`src/rtl/cacfar_pkg.sv`:
```
// ----------------------------------------------------------------------------
// CA-CFAR detector package
// Shared widths, reset constants and pipeline payload types.
// ----------------------------------------------------------------------------
package cacfar_pkg;

  localparam int DATA_W = 16;   // Q8.8 sample width
  localparam int FRAC_W = 8;    // fractional bits of Q8.8
  localparam int KEEP_W = 2;    // one keep/strobe bit per data byte

  localparam logic [DATA_W-1:0] ALPHA_RESET = 16'd256;  // 1.0 in Q8.8

  // Stream sideband, always taken from the newest input.
  typedef struct packed {
    logic              last;
    logic [KEEP_W-1:0] keep;
    logic [KEEP_W-1:0] strobe;
  } side_t;

  // Per-stage payload that rides along the threshold pipeline.
  typedef struct packed {
    logic signed [DATA_W-1:0] centre;
    side_t                    side;
  } stage_t;

endpackage

```
`src/rtl/cacfar_cell.sv`:
```
// ----------------------------------------------------------------------------
// CA-CFAR window cell
// One sample slot of the delay line; takes its neighbor's sample on shift.
// ----------------------------------------------------------------------------
module cacfar_cell
  import cacfar_pkg::*;
(
  input  logic                     clk_i,
  input  logic                     rst_ni,
  input  logic                     shift_i,
  input  logic signed [DATA_W-1:0] d_i,
  output logic signed [DATA_W-1:0] q_o
);

  logic signed [DATA_W-1:0] sample_q;
  logic signed [DATA_W-1:0] sample_d;

  always_comb begin
    sample_d = shift_i ? d_i : sample_q;
  end

  // The window is part of the detector state, so clear it at reset.
  always_ff @(posedge clk_i or negedge rst_ni) begin
    if (!rst_ni) begin
      sample_q <= '0;
    end else begin
      sample_q <= sample_d;
    end
  end

  assign q_o = sample_q;

endmodule

```
`config.mk`:
```
export PLATFORM = sky130hd
export DESIGN_NAME = cacfar_cell
export DESIGN_NICKNAME = d
export VERILOG_FILES = /design/src/rtl/cacfar_pkg.sv /design/src/rtl/cacfar_cell.sv
export SDC_FILE = /design/constraint.sdc
export NUM_CORES = 1
export LEC_CHECK = 0
export BUFFER_PORTS_ARGS = -buffer_cell sky130_fd_sc_hd__clkbuf_2
export CORE_MARGIN = 10
export CORE_UTILIZATION = 45
export CTS_CLUSTER_SIZE = 40
export DETAILED_ROUTE_END_ITERATION = 8
export HOLD_SLACK_MARGIN = 0.06
export PLACE_DENSITY = 0.9
export REMOVE_ABC_BUFFERS = 1
export SLEW_MARGIN = 20
export SYNTH_ARGS = -nofsm -noshare
export SYNTH_HDL_FRONTEND = slang
export SYNTH_SLANG_ARGS = --single-unit
```
`constraint.sdc`:
```
create_clock -name clk_i -period 1.7 [get_ports clk_i]
set_clock_uncertainty 0.2 [all_clocks]
set_input_delay 0 -clock clk_i [delete_from_list [all_inputs] [get_ports clk_i]]
set_output_delay 0 -clock clk_i [all_outputs]
set_load 0.005 [all_outputs]
```
* Word-level counts from Yosys, hierarchy flattened
Index checks and enable logic that the tools add are counted.
** Storage, ports and cells
- Register bits :: 16
- Output and inout port bits :: 16
- Bits of input ports :: 19
- Word-level logic and storage cells :: 1

* Logic depth before layout (Yosys ltp)
- Word-level depth :: 0
- Depth in mapped cells :: 3
- Mapped depth without buffers :: 1

* Worst setup path after synthesis
Ideal clock, no wire load.
- Path kind :: flip-flop to flip-flop
- Start point :: register, netlist name q_o[10]
- End point :: register sample_q[10] (netlist: q_o[10])
- Path buffers :: 0
- Required time :: 1375 ps
- Clock period less this slack :: 948 ps
- Arrival :: 623 ps
- Setup time :: 125 ps
- Cell stages (with the launch flop) :: 2
- Path slack :: 752 ps
- Cell sequence :: dfrtp_1 -> mux2_4
** RTL lines
- end signal: assignment :: RTL line cacfar_cell.sv:27 : sample_q <= sample_d;
- end: declaration :: RTL line cacfar_cell.sv:15 : logic signed [DATA_W-1:0] sample_q;

==> impl_summary.md <==
Status
The flow ran to the end, and the final reports show no timing, DRC or antenna violations.

Drt
The remaining antenna violation count is 0. The detailed-route wire length is 1597 µm. The mean routed wirelength per cell is approximately 16 µm. In the routed design, unresolved DRC markers number 0. The first detailed-routing pass took 3 iterations.

For this block, the initial DRC count from the detailed router was 3. After detailed routing, the number of vias per cell comes to between 4 and 5. The count of vias placed by the detailed router is ~490.

Synth
The average instance in the mapped netlist occupies around 19 µm². The share of the Yosys chip area taken by registers is 0.6166. The post-synthesis cell count is 34. The count of distinct cell types in the synthesized netlist is 5. Counting flops and latches in the post-synthesis netlist gives 16. The mapped netlist covers about 650 µm². The Yosys step of the flow raised 0 warnings.

Timing
The setup-violating endpoint count in the final report is 0. The number of hold violations in the final report is 0. At the pin with the least slew margin, the transition time is just under 0.7 ns. The maximum clock frequency is approximately 700 MHz. Setup repair after global routing left no endpoint under its margin. The worst setup margin is ~0.24 ns. In the final timing run, aggregate negative setup slack is 0 ns. The post-route fraction of the period consumed by the critical path is 0.8609. In this run the tightest slew margin relative to its limit is 0.5427. Counting I/O delays and the setup requirement, the final critical path takes around 1.5 ns. The final-report max-slew violation count came to 0.

Cells and area
Of the cells placed in the final design, the portion with a size suffix greater than 1 is 0.6136. The register with the most flip-flops in the layout has 16 of them. The post-layout instance count excluding filler cells is between 100 and 150. Relative to the synthesized area, the layout overhead comes to 57.61%. The diode insertion count for antenna repair is 0. The register area is between 400 and 500 µm². The area used by multi-input combinational logic is around 220 µm².

The count of filler cells inserted in the layout is 90. For this run, the post-layout net count is approximately 110.

CTS
The later pin in the worst-skew pair is clocked with a latency of ~0.28 ns. The clock net in this run drives a total of 16 sinks. The number of hold buffers added after CTS is 18. The TritonCTS clock tree is yes. The tree is rooted in a sky130_fd_sc_hd__clkbuf_4.

In this run the post-CTS setup repair buffer count came out at 0. Gates resized during post-CTS repair numbered 0. Buffers inserted during clock tree synthesis total 3. The count of H-tree levels built during CTS is 1. The clock passes through at most 2 buffers.

The clock slew at the register clock pins of the worst setup and hold paths is 0.09 ns.

Placement
The count of buffers inserted at the top-level ports is 34. After detailed placement, the design holds a cell count of 81. Before CTS, the worst setup slack after placement is roughly 0.56 ns. The weighted congestion at the end of routability-driven global placement is 0.6543. The final HPWL from detailed placement is between 1000 and 1500 µm.

Worst setup path
The cell occurring most often along the worst timing path is sky130_fd_sc_hd__dlygate4sd3_1. STA classifies the critical path startpoint as an input pin. The arrival time of data at the critical path endpoint is 1.63 ns. Setup slack on the worst reg-to-reg path comes out at roughly 0.72 ns. The number of buffers and inverters on the critical path is 3. The reg-to-reg critical path endpoint is q_o[7]. The worst reg2reg path startpoint is q_o[7]. In this run the worst path has a maximum fanout of 16.

The number of cell instances on the worst register-to-register path is 1. The category of the most critical setup path is input pin to async pin. Walking the worst path, the cells encountered are dlygate4sd3_1 > clkbuf_2 > dlygate4sd3_1. The cell family contributing the most delay on the critical path is buffers and inverters. The sort of element at the end of the critical path is an async pin. For the worst setup path, the data required time is 1.86 ns. The highest-delay cell along the critical path is sky130_fd_sc_hd__dlygate4sd3_1.

For this run, the slowest stage of the critical path takes about 1 ns.

Die
The number of standard-cell rows in the floorplan is 13. The count of boundary I/O pins is 35. The horizontal die dimension is approximately 58 µm. After floorplanning, the core was sized to cover between 1000 and 1500 µm². The floorplan step set the die height to 57.99 µm. For this configuration, the core starts out at a cell density of 0.4869. The overall die area is 3362 µm².

GRT
The first global-routing pass estimated 2732 µm of wire. The largest net degree at the start of global routing is 17. After global routing the overflow that remains totals 0. The total track usage is 0.1029. The initial antenna violation count came to 0. The number of global-route vias before repair is 570.

Min path
The worst hold path was traced through 2 stages. The startpoint identified for the worst hold timing path is shift_i. The endpoint with the worst hold slack is q_o[10]. The worst min-delay path class is input pin to register.

Run
The tool flagged a number of max-cap violations equal to 0.

Power
In this run the power density over the cells is approximately 840 nW/µm². The share of total power dissipated in the clock network is 0.289. The worst-case IR drop observed on VDD is 0.4959 mV. Of the total power, the share spent switching nets is 0.2279. Of the total power, registers draw 0.513. For this design the static power due to leakage is 0.5303 nW.

The share of total power dissipated in combinational logic is 0.199. The internal power of the cells is 0.0006621 W. In this run the power spent charging and discharging nets is approximately 0.00020 W.
power by group through the flow:
stage	clock, W	sequential [W]	combinational [W]
final	0.000247	0.000440	0.000170
after detailed placement	0	0.000447	0.000141
after global placement	0	0.000445	0.000136
after global routing	0.000277	0.000445	0.000187
after CTS	0.000250	0.000440	0.000174
after floorplan	0	0.000448	0.0000540
metal layers:
layer	GRT usage	up-vias	part of all wire
met5	0	-	0
met1	0.1086	235	0.39
met3	0.05664	3	0.11
met4	0.04027	0	0.016
li1	-	225	-
met2	0.1672	24	0.49
placed cells by master, fill, tap and decap left out:
master and n:
sky130_fd_sc_hd__clkbuf_2 34, sky130_fd_sc_hd__dlygate4sd3_1 18, sky130_fd_sc_hd__dfrtp_1 16, sky130_fd_sc_hd__mux2_4 10, sky130_fd_sc_hd__mux2_2 6, sky130_fd_sc_hd__clkbuf_4 3
sky130_fd_sc_hd__clkbuf_8 1
kinds of logic (layout without fill, tap and decap cells):
group    Yosys count  count (layout)  share of synthesized area
mux               16              16                     0.3352
buf+inv            2              56                    0.04817
flops             16              16                     0.6166
layout make-up:
type | count | share of cell area
Clock buffer | 4 | 0.03545
Timing Repair Buffer | 52 | 0.3423
Sequential cell | 16 | 0.3912
Multi-Input combinational cell | 16 | 0.2127
Tap cell | 15 | 0.01834
how the worst max path moves through the flow:
| stage | startpoint | endpoint | cells after the start |
|---|---|---|---|
| final | rst_ni | q_o[9] | 3 |
| after detailed placement | shift_i | q_o[3] | 2 |
| after global placement | shift_i | q_o[1] | 2 |
| after CTS | rst_ni | q_o[0] | 3 |
| after floorplan | q_o[10] | q_o[10] | 1 |
| after global routing | rst_ni | q_o[5] | 3 |
Yosys cell counts:
cell type,count,area [µm²]
sky130_fd_sc_hd__mux2_2,6,67.56
sky130_fd_sc_hd__buf_12,1,20.02
sky130_fd_sc_hd__mux2_4,10,150.1
sky130_fd_sc_hd__buf_6,1,11.26
sky130_fd_sc_hd__dfrtp_1,16,400.4
metrics by stage:
stage	hold WS [ns]	instance area, µm²	utilization	power (W)
2_1_floorplan	-0.4956	618.1	-	0.0005023
3_3_place_gp	-0.2703	807.0	0.6051	0.0005819
3_5_place_dp	-0.2610	807.0	0.6051	0.0005880
4_1_cts	0.1408	1023	0.7674	0.0008642
5_1_grt	0.1414	1023	0.7674	0.0009094
6_report	0.1272	1023	0.7674	0.0008576
Power figures use the tool's default switching activity.
