$ cat src/rtl/cacfar_pkg.sv
// ----------------------------------------------------------------------------
// CA-CFAR detector package
// Shared widths, reset constants and pipeline payload types.
// ----------------------------------------------------------------------------
package cacfar_pkg;

  localparam int DATA_W = 16;   // Q8.8 sample width
  localparam int FRAC_W = 8;    // fractional bits of Q8.8
  localparam int KEEP_W = 2;    // one keep/strobe bit per data byte

  localparam logic [DATA_W-1:0] ALPHA_RESET = 16'd256;  // 1.0 in Q8.8

  // Stream sideband, always taken from the newest input.
  typedef struct packed {
    logic              last;
    logic [KEEP_W-1:0] keep;
    logic [KEEP_W-1:0] strobe;
  } side_t;

  // Per-stage payload that rides along the threshold pipeline.
  typedef struct packed {
    logic signed [DATA_W-1:0] centre;
    side_t                    side;
  } stage_t;

endpackage

$ cat src/rtl/cacfar_div.sv
// ----------------------------------------------------------------------------
// CA-CFAR noise averager
// Floor division of the offset reference sum by 2*REF_COUNT via reciprocal.
// ----------------------------------------------------------------------------
module cacfar_div
  import cacfar_pkg::*;
#(
  parameter int REF_COUNT = 8
) (
  input  logic                              clk_i,
  input  logic                              en_i,
  input  logic [DATA_W+$clog2(2*REF_COUNT):0] num_i,
  output logic signed [DATA_W-1:0]          noise_o
);

  localparam int DIV   = 2 * REF_COUNT;
  localparam int LOG_D = $clog2(DIV);
  localparam int NUM_W = DATA_W + LOG_D + 1;
  localparam int SHIFT = NUM_W + LOG_D;
  localparam int MUL_W = NUM_W + 1;
  localparam int PRD_W = NUM_W + MUL_W;

  // Reciprocal rounded up; exact for every numerator below 2**NUM_W.
  localparam longint unsigned RECIP_FULL = ((64'd1 << SHIFT) + DIV - 1) / DIV;
  // Bias that the caller added (as DIV*BIAS) to make the sum non-negative.
  localparam longint unsigned BIAS_FULL  =
    ((64'd1 << (DATA_W - 1 + LOG_D)) + DIV - 1) / DIV;

  localparam logic [MUL_W-1:0]  RECIP = RECIP_FULL[MUL_W-1:0];
  localparam logic [DATA_W-1:0] BIAS  = BIAS_FULL[DATA_W-1:0];

  logic [PRD_W-1:0] prod_q;

  always_ff @(posedge clk_i) begin
    if (en_i) begin
      prod_q <= {{MUL_W{1'b0}}, num_i} * {{NUM_W{1'b0}}, RECIP};
    end
  end

  // Drop the bias; the average always fits Q8.8, so 16 bits suffice.
  assign noise_o = $signed(prod_q[SHIFT+DATA_W-1:SHIFT] - BIAS);

endmodule

$ cat config.mk
export PLATFORM = sky130hd
export DESIGN_NAME = cacfar_div
export DESIGN_NICKNAME = d
export VERILOG_FILES = /design/src/rtl/cacfar_pkg.sv /design/src/rtl/cacfar_div.sv
export SDC_FILE = /design/constraint.sdc
export NUM_CORES = 1
export LEC_CHECK = 0
export ABC_AREA = 1
export ABC_CLOCK_PERIOD_IN_PS = 1300
export BUFFER_PORTS_ARGS = -buffer_cell sky130_fd_sc_hd__buf_2
export CORE_MARGIN = 5
export CORE_UTILIZATION = 42
export CTS_CLUSTER_DIAMETER = 30
export DETAILED_ROUTE_END_ITERATION = 12
export PLACE_DENSITY = 0.86
export SLEW_MARGIN = 20
export SYNTH_ARGS = -nofsm -noshare
export SYNTH_HDL_FRONTEND = slang
export SYNTH_SLANG_ARGS = --single-unit
$ cat constraint.sdc
create_clock -name clk_i -period 1.3 [get_ports clk_i]
set_clock_uncertainty 0.05 [all_clocks]
set_input_delay 0.065 -clock clk_i [delete_from_list [all_inputs] [get_ports clk_i]]
set_output_delay 0.065 -clock clk_i [all_outputs]
set_load 0.01 [all_outputs]
Word level (Yosys, flattened, before mapping) --
Index checks and enable logic that the tools add are counted.
Storage, ports and cells: flip-flop bits (word level) 20, input port bits 23, output and inout bits 16
Cells by class: add/subtract/negate cells 1
Operator list (count):
- 16-bit subtractor, second input constant | 1

Longest topological paths before layout --
word-level depth 1, mapped depth 1, depth with buffers taken out 1

Worst setup path after synthesis --
OpenSTA, ideal clock, no wires.
path kind register to output, start point register prod_q[25], end point output port noise_o[0], stages on the path, launching flop included 2, setup slack 0.709 ns, arrival 0.476 ns, required time 1.185 ns, path buffers 1, path through edfxtp_1 > buf_4
On the way: cells in the longest elaborated chain, start to end 1
Ends and longest elaborated chain:
- start: declaration | line cacfar_div.sv:32 | logic [PRD_W-1:0] prod_q;
- start signal: assignment | line cacfar_div.sv:36 | prod_q <= {{MUL_W{1'b0}}, num_i} * {{NUM_W{1'b0}}, RECIP};
- 16-bit subtractor | line cacfar_div.sv:41 | assign noise_o = $signed(prod_q[SHIFT+DATA_W-1:SHIFT] - BIAS);
- end: declaration | line cacfar_div.sv:13 | output logic signed [DATA_W-1:0] noise_o
No other way between the ends.

Worst setup path after layout --
start point register prod_q[30], end point output port noise_o[5]
The elaborated chain is that of the path after synthesis.

==> impl_results.html <==
<table>
<tr><th>Metric</th><th>Value</th></tr>
<tr><th colspan="2">Run status</th></tr>
<tr><td>Result of the run</td><td>complete, no violations</td></tr>
<tr><th colspan="2">Worst setup path</th></tr>
<tr><td>Crit-path cells</td><td>buf_2</td></tr>
<tr><td>Worst EP required</td><td>1.19 ns</td></tr>
<tr><td>Type of destination of the critical path</td><td>output pin</td></tr>
<tr><td>Critical path's largest stage delay</td><td>0.40 ns</td></tr>
<tr><td>Cell family contributing the most delay on the critical path</td><td>flip-flops</td></tr>
<tr><td>CP max-delay cell</td><td>sky130_fd_sc_hd__edfxtp_1</td></tr>
<tr><td>Kind of start point of the critical path</td><td>register</td></tr>
<tr><td>Crit path DAT</td><td>0.84 ns</td></tr>
<tr><td>Buffering stage count on the worst path with inverters included</td><td>1</td></tr>
<tr><td>Maximum fanout along the worst path</td><td>1</td></tr>
<tr><td>Category of the most critical setup path</td><td>reg -&gt; out</td></tr>
<tr><th colspan="2">Die</th></tr>
<tr><td>Die height</td><td>47.7 um</td></tr>
<tr><td>Count of boundary I/O pins</td><td>39</td></tr>
<tr><td>DIE AREA</td><td>2270 um2</td></tr>
<tr><td>Cell Rows</td><td>13</td></tr>
<tr><td>Die width</td><td>47.7 um</td></tr>
<tr><td>Effective utilization at floorplan</td><td>45.3%</td></tr>
<tr><td>Core area</td><td>1320 um2</td></tr>
<tr><th colspan="2">Timing</th></tr>
<tr><td>RSZ-0062 raised after global routing</td><td>no</td></tr>
<tr><td>Number of pins with negative max-slew slack in the final report</td><td>0</td></tr>
<tr><td>Max frequency</td><td>1050 MHz</td></tr>
<tr><td>Worst max-slew margin expressed relative to the limit</td><td>76.7%</td></tr>
<tr><td>Post-route setup TNS</td><td>0 ns</td></tr>
<tr><td>Crit path time final</td><td>0.952 ns</td></tr>
<tr><td>Final hold viol count</td><td>0</td></tr>
<tr><td>Final period util</td><td>73.2%</td></tr>
<tr><td>Setup violations, final</td><td>0</td></tr>
<tr><td>Worst-Margin Slew</td><td>0.349 ns</td></tr>
<tr><th colspan="2">Clock network</th></tr>
<tr><td>Max H-tree Level</td><td>1</td></tr>
<tr><td>Clock tree from TritonCTS</td><td>built</td></tr>
<tr><td>Clock root cell</td><td>sky130_fd_sc_hd__clkbuf_4</td></tr>
<tr><td>Deepest clock path buffer count</td><td>2</td></tr>
<tr><td>Gates resized, CTS repair</td><td>0</td></tr>
<tr><td>CTS sink count</td><td>16</td></tr>
<tr><td>Cts bufs inserted</td><td>3</td></tr>
<tr><td>Clock slew seen by the registers of the worst setup and hold paths</td><td>0.09 ns</td></tr>
<tr><th colspan="2">Final layout</th></tr>
<tr><td>Final standard cell count with taps included and fillers excluded</td><td>84</td></tr>
<tr><td>Biggest registers after layout</td><td>prod_q x16</td></tr>
<tr><td>Layout cells sized above 1</td><td>52.2%</td></tr>
<tr><td>Multi-input gates</td><td>0</td></tr>
<tr><td>Net total in the final layout</td><td>94</td></tr>
<tr><td>Number of flip-flops in the largest register</td><td>16</td></tr>
<tr><td>Layout overhead on the synthesized area</td><td>42.6%</td></tr>
<tr><td>Non-Filler Cell Area, Final</td><td>851 um2</td></tr>
<tr><td>Fill cell count</td><td>102</td></tr>
<tr><td>Diodes inserted</td><td>0</td></tr>
<tr><td>Register cell area after layout</td><td>480 um2</td></tr>
<tr><td>Reg with most FFs</td><td>prod_q</td></tr>
<tr><td>Area used by multi-input combinational logic</td><td>0 um2</td></tr>
<tr><th colspan="2">Global routing</th></tr>
<tr><td>Met1 layer usage reported by global route</td><td>16.3%</td></tr>
<tr><td>Global-route congestion overflow total</td><td>0</td></tr>
<tr><td>Global-route wire length before repair</td><td>1.91 mm</td></tr>
<tr><td>GRT met3 Usage</td><td>7.14%</td></tr>
<tr><td>Initial antenna violation count</td><td>0</td></tr>
<tr><td>Total GRT Usage</td><td>13.4%</td></tr>
<tr><td>Number of global-route vias before repair</td><td>392</td></tr>
<tr><td>Largest net degree at the start of global routing</td><td>17</td></tr>
<tr><td>Global routing's busiest layer</td><td>met2</td></tr>
<tr><td>GR Util met2</td><td>19.5%</td></tr>
<tr><th colspan="2">Pwr</th></tr>
<tr><td>Gate power share</td><td>13.3%</td></tr>
<tr><td>Relative contribution of sequential cells to total power</td><td>61.6%</td></tr>
<tr><td>VDD IR-drop max</td><td>0.000653 V</td></tr>
<tr><td>Sw Share</td><td>21.4%</td></tr>
<tr><td>Clock power share</td><td>25.1%</td></tr>
<tr><td>Total net switching power</td><td>216 uW</td></tr>
<tr><td>Power per Cell Area</td><td>1190 nW/um2</td></tr>
<tr><td>Internal Pwr Total</td><td>794 uW</td></tr>
<tr><td>Standby leakage power</td><td>0.000372 uW</td></tr>
<tr><th colspan="2">Logic synthesis</th></tr>
<tr><td>Cell count after synthesis</td><td>32</td></tr>
<tr><td>Area leader, netlist</td><td>sky130_fd_sc_hd__edfxtp_1</td></tr>
<tr><td>Syn Nets</td><td>55</td></tr>
<tr><td>Avg Cell Area, Syn</td><td>18.7 um2</td></tr>
<tr><td>Total standard cell area after synthesis</td><td>597 um2</td></tr>
<tr><td>Number of synthesis warnings</td><td>0</td></tr>
<tr><td>Sequential cell area fraction in the yosys report</td><td>80.5%</td></tr>
<tr><td>Unique cell type count in the Yosys netlist</td><td>3</td></tr>
<tr><td>Leading cell types by total area after synthesis</td><td>sky130_fd_sc_hd__edfxtp_1, sky130_fd_sc_hd__buf_4, sky130_fd_sc_hd__inv_1</td></tr>
<tr><td>Area share of the largest cell type after synthesis</td><td>80.5%</td></tr>
<tr><td>Flip-flop and latch count after synthesis</td><td>16</td></tr>
<tr><th colspan="2">Place</th></tr>
<tr><td>Last weighted congestion value of the routability-driven placer</td><td>0.581</td></tr>
<tr><td># port buffers</td><td>33</td></tr>
<tr><td>Number of instances in the placed design</td><td>65</td></tr>
<tr><td>Instance area at placement</td><td>668 um2</td></tr>
<tr><th colspan="2">Routing</th></tr>
<tr><td>Average wire per cell in the routed design</td><td>15.4 um</td></tr>
<tr><td>Number of iterations in the first detailed-routing pass</td><td>4</td></tr>
<tr><td>DR vias/cell</td><td>4.23</td></tr>
<tr><td>Number of vias after detailed routing</td><td>355</td></tr>
<tr><td>DRT iter0 DRCs</td><td>12</td></tr>
<tr><td>Number of design rule violations left after detail routing</td><td>0</td></tr>
<tr><td>Antenna violation net count after detailed routing</td><td>0</td></tr>
<tr><td>Detailed Route WL</td><td>1.29 mm</td></tr>
<tr><th colspan="2">Worst hold path</th></tr>
<tr><td>Hold Crit Class</td><td>in -&gt; reg</td></tr>
<tr><th colspan="2">Job</th></tr>
<tr><td>Max capacitance violation total</td><td>0</td></tr>
</table>
## cell usage after synthesis, drive strengths merged
library cell and n:
inv 1, edfxtp 16, buf 15
## timing repair
item                                   in CTS  in global routing
setup buffers                               0                  0
hold buffers                               16                  0
endpoints found under the hold margin      16                  0
## placed cells by master, fill, tap and decap left out
| cell | synthesis | final |
|---|---|---|
| sky130_fd_sc_hd__edfxtp_1 | 16 | 16 |
| sky130_fd_sc_hd__inv_1 | 1 | 1 |
| sky130_fd_sc_hd__clkbuf_4 | 0 | 3 |
| sky130_fd_sc_hd__dlygate4sd3_1 | 0 | 16 |
| sky130_fd_sc_hd__buf_2 | 0 | 33 |
## cell type report
| cell class | instances | share of cell area [%] |
|---|---|---|
| Sequential cell | 16 | 56.5 |
| Timing Repair Buffer | 49 | 38.2 |
| Clock buffer | 3 | 2.65 |
| Tap cell | 15 | 2.21 |
| Inverter | 1 | 0.441 |
## per-layer routing
| layer | wire length (um) | vias up |
|---|---|---|
| li1 | - | 171 |
| met4 | 20 | 0 |
| met1 | 513 | 149 |
| met5 | 0 | - |
| met3 | 212 | 4 |
| met2 | 547 | 31 |
## per-stage QoR
stage | setup slack [ns] | hold slack [ns] | utilization (%) | total power, uW
final | 0.348 | 0.160 | 64.6 | 1010
after CTS | 0.366 | 0.158 | 64.6 | 998
after global placement | 0.554 | 0.191 | 50.7 | 724
after global routing | 0.310 | 0.165 | 64.6 | 1050
after detailed placement | 0.539 | 0.193 | 50.7 | 728
after floorplan | 0.709 | 0.114 | - | 705
## power by group through the flow
stage,logic (uW),registers (uW),clock network (uW)
6_report,134,622,254
3_3_place_gp,93.3,631,0
3_5_place_dp,95.2,633,0
2_1_floorplan,72.5,632,0
4_1_cts,132,621,246
5_1_grt,144,627,275
## logic make-up after synthesis
logic type,Yosys count,synth area share [%]
buffers and inverters,16,19.5
DFF,16,80.5
## worst paths after layout
path | startpoint | cells past startpoint | endpoint
worst min-delay path | en_i | 1 | prod_q[28]
worst max-delay path | prod_q[30] | 1 | noise_o[5]
(Power assumes the default switching activity.)
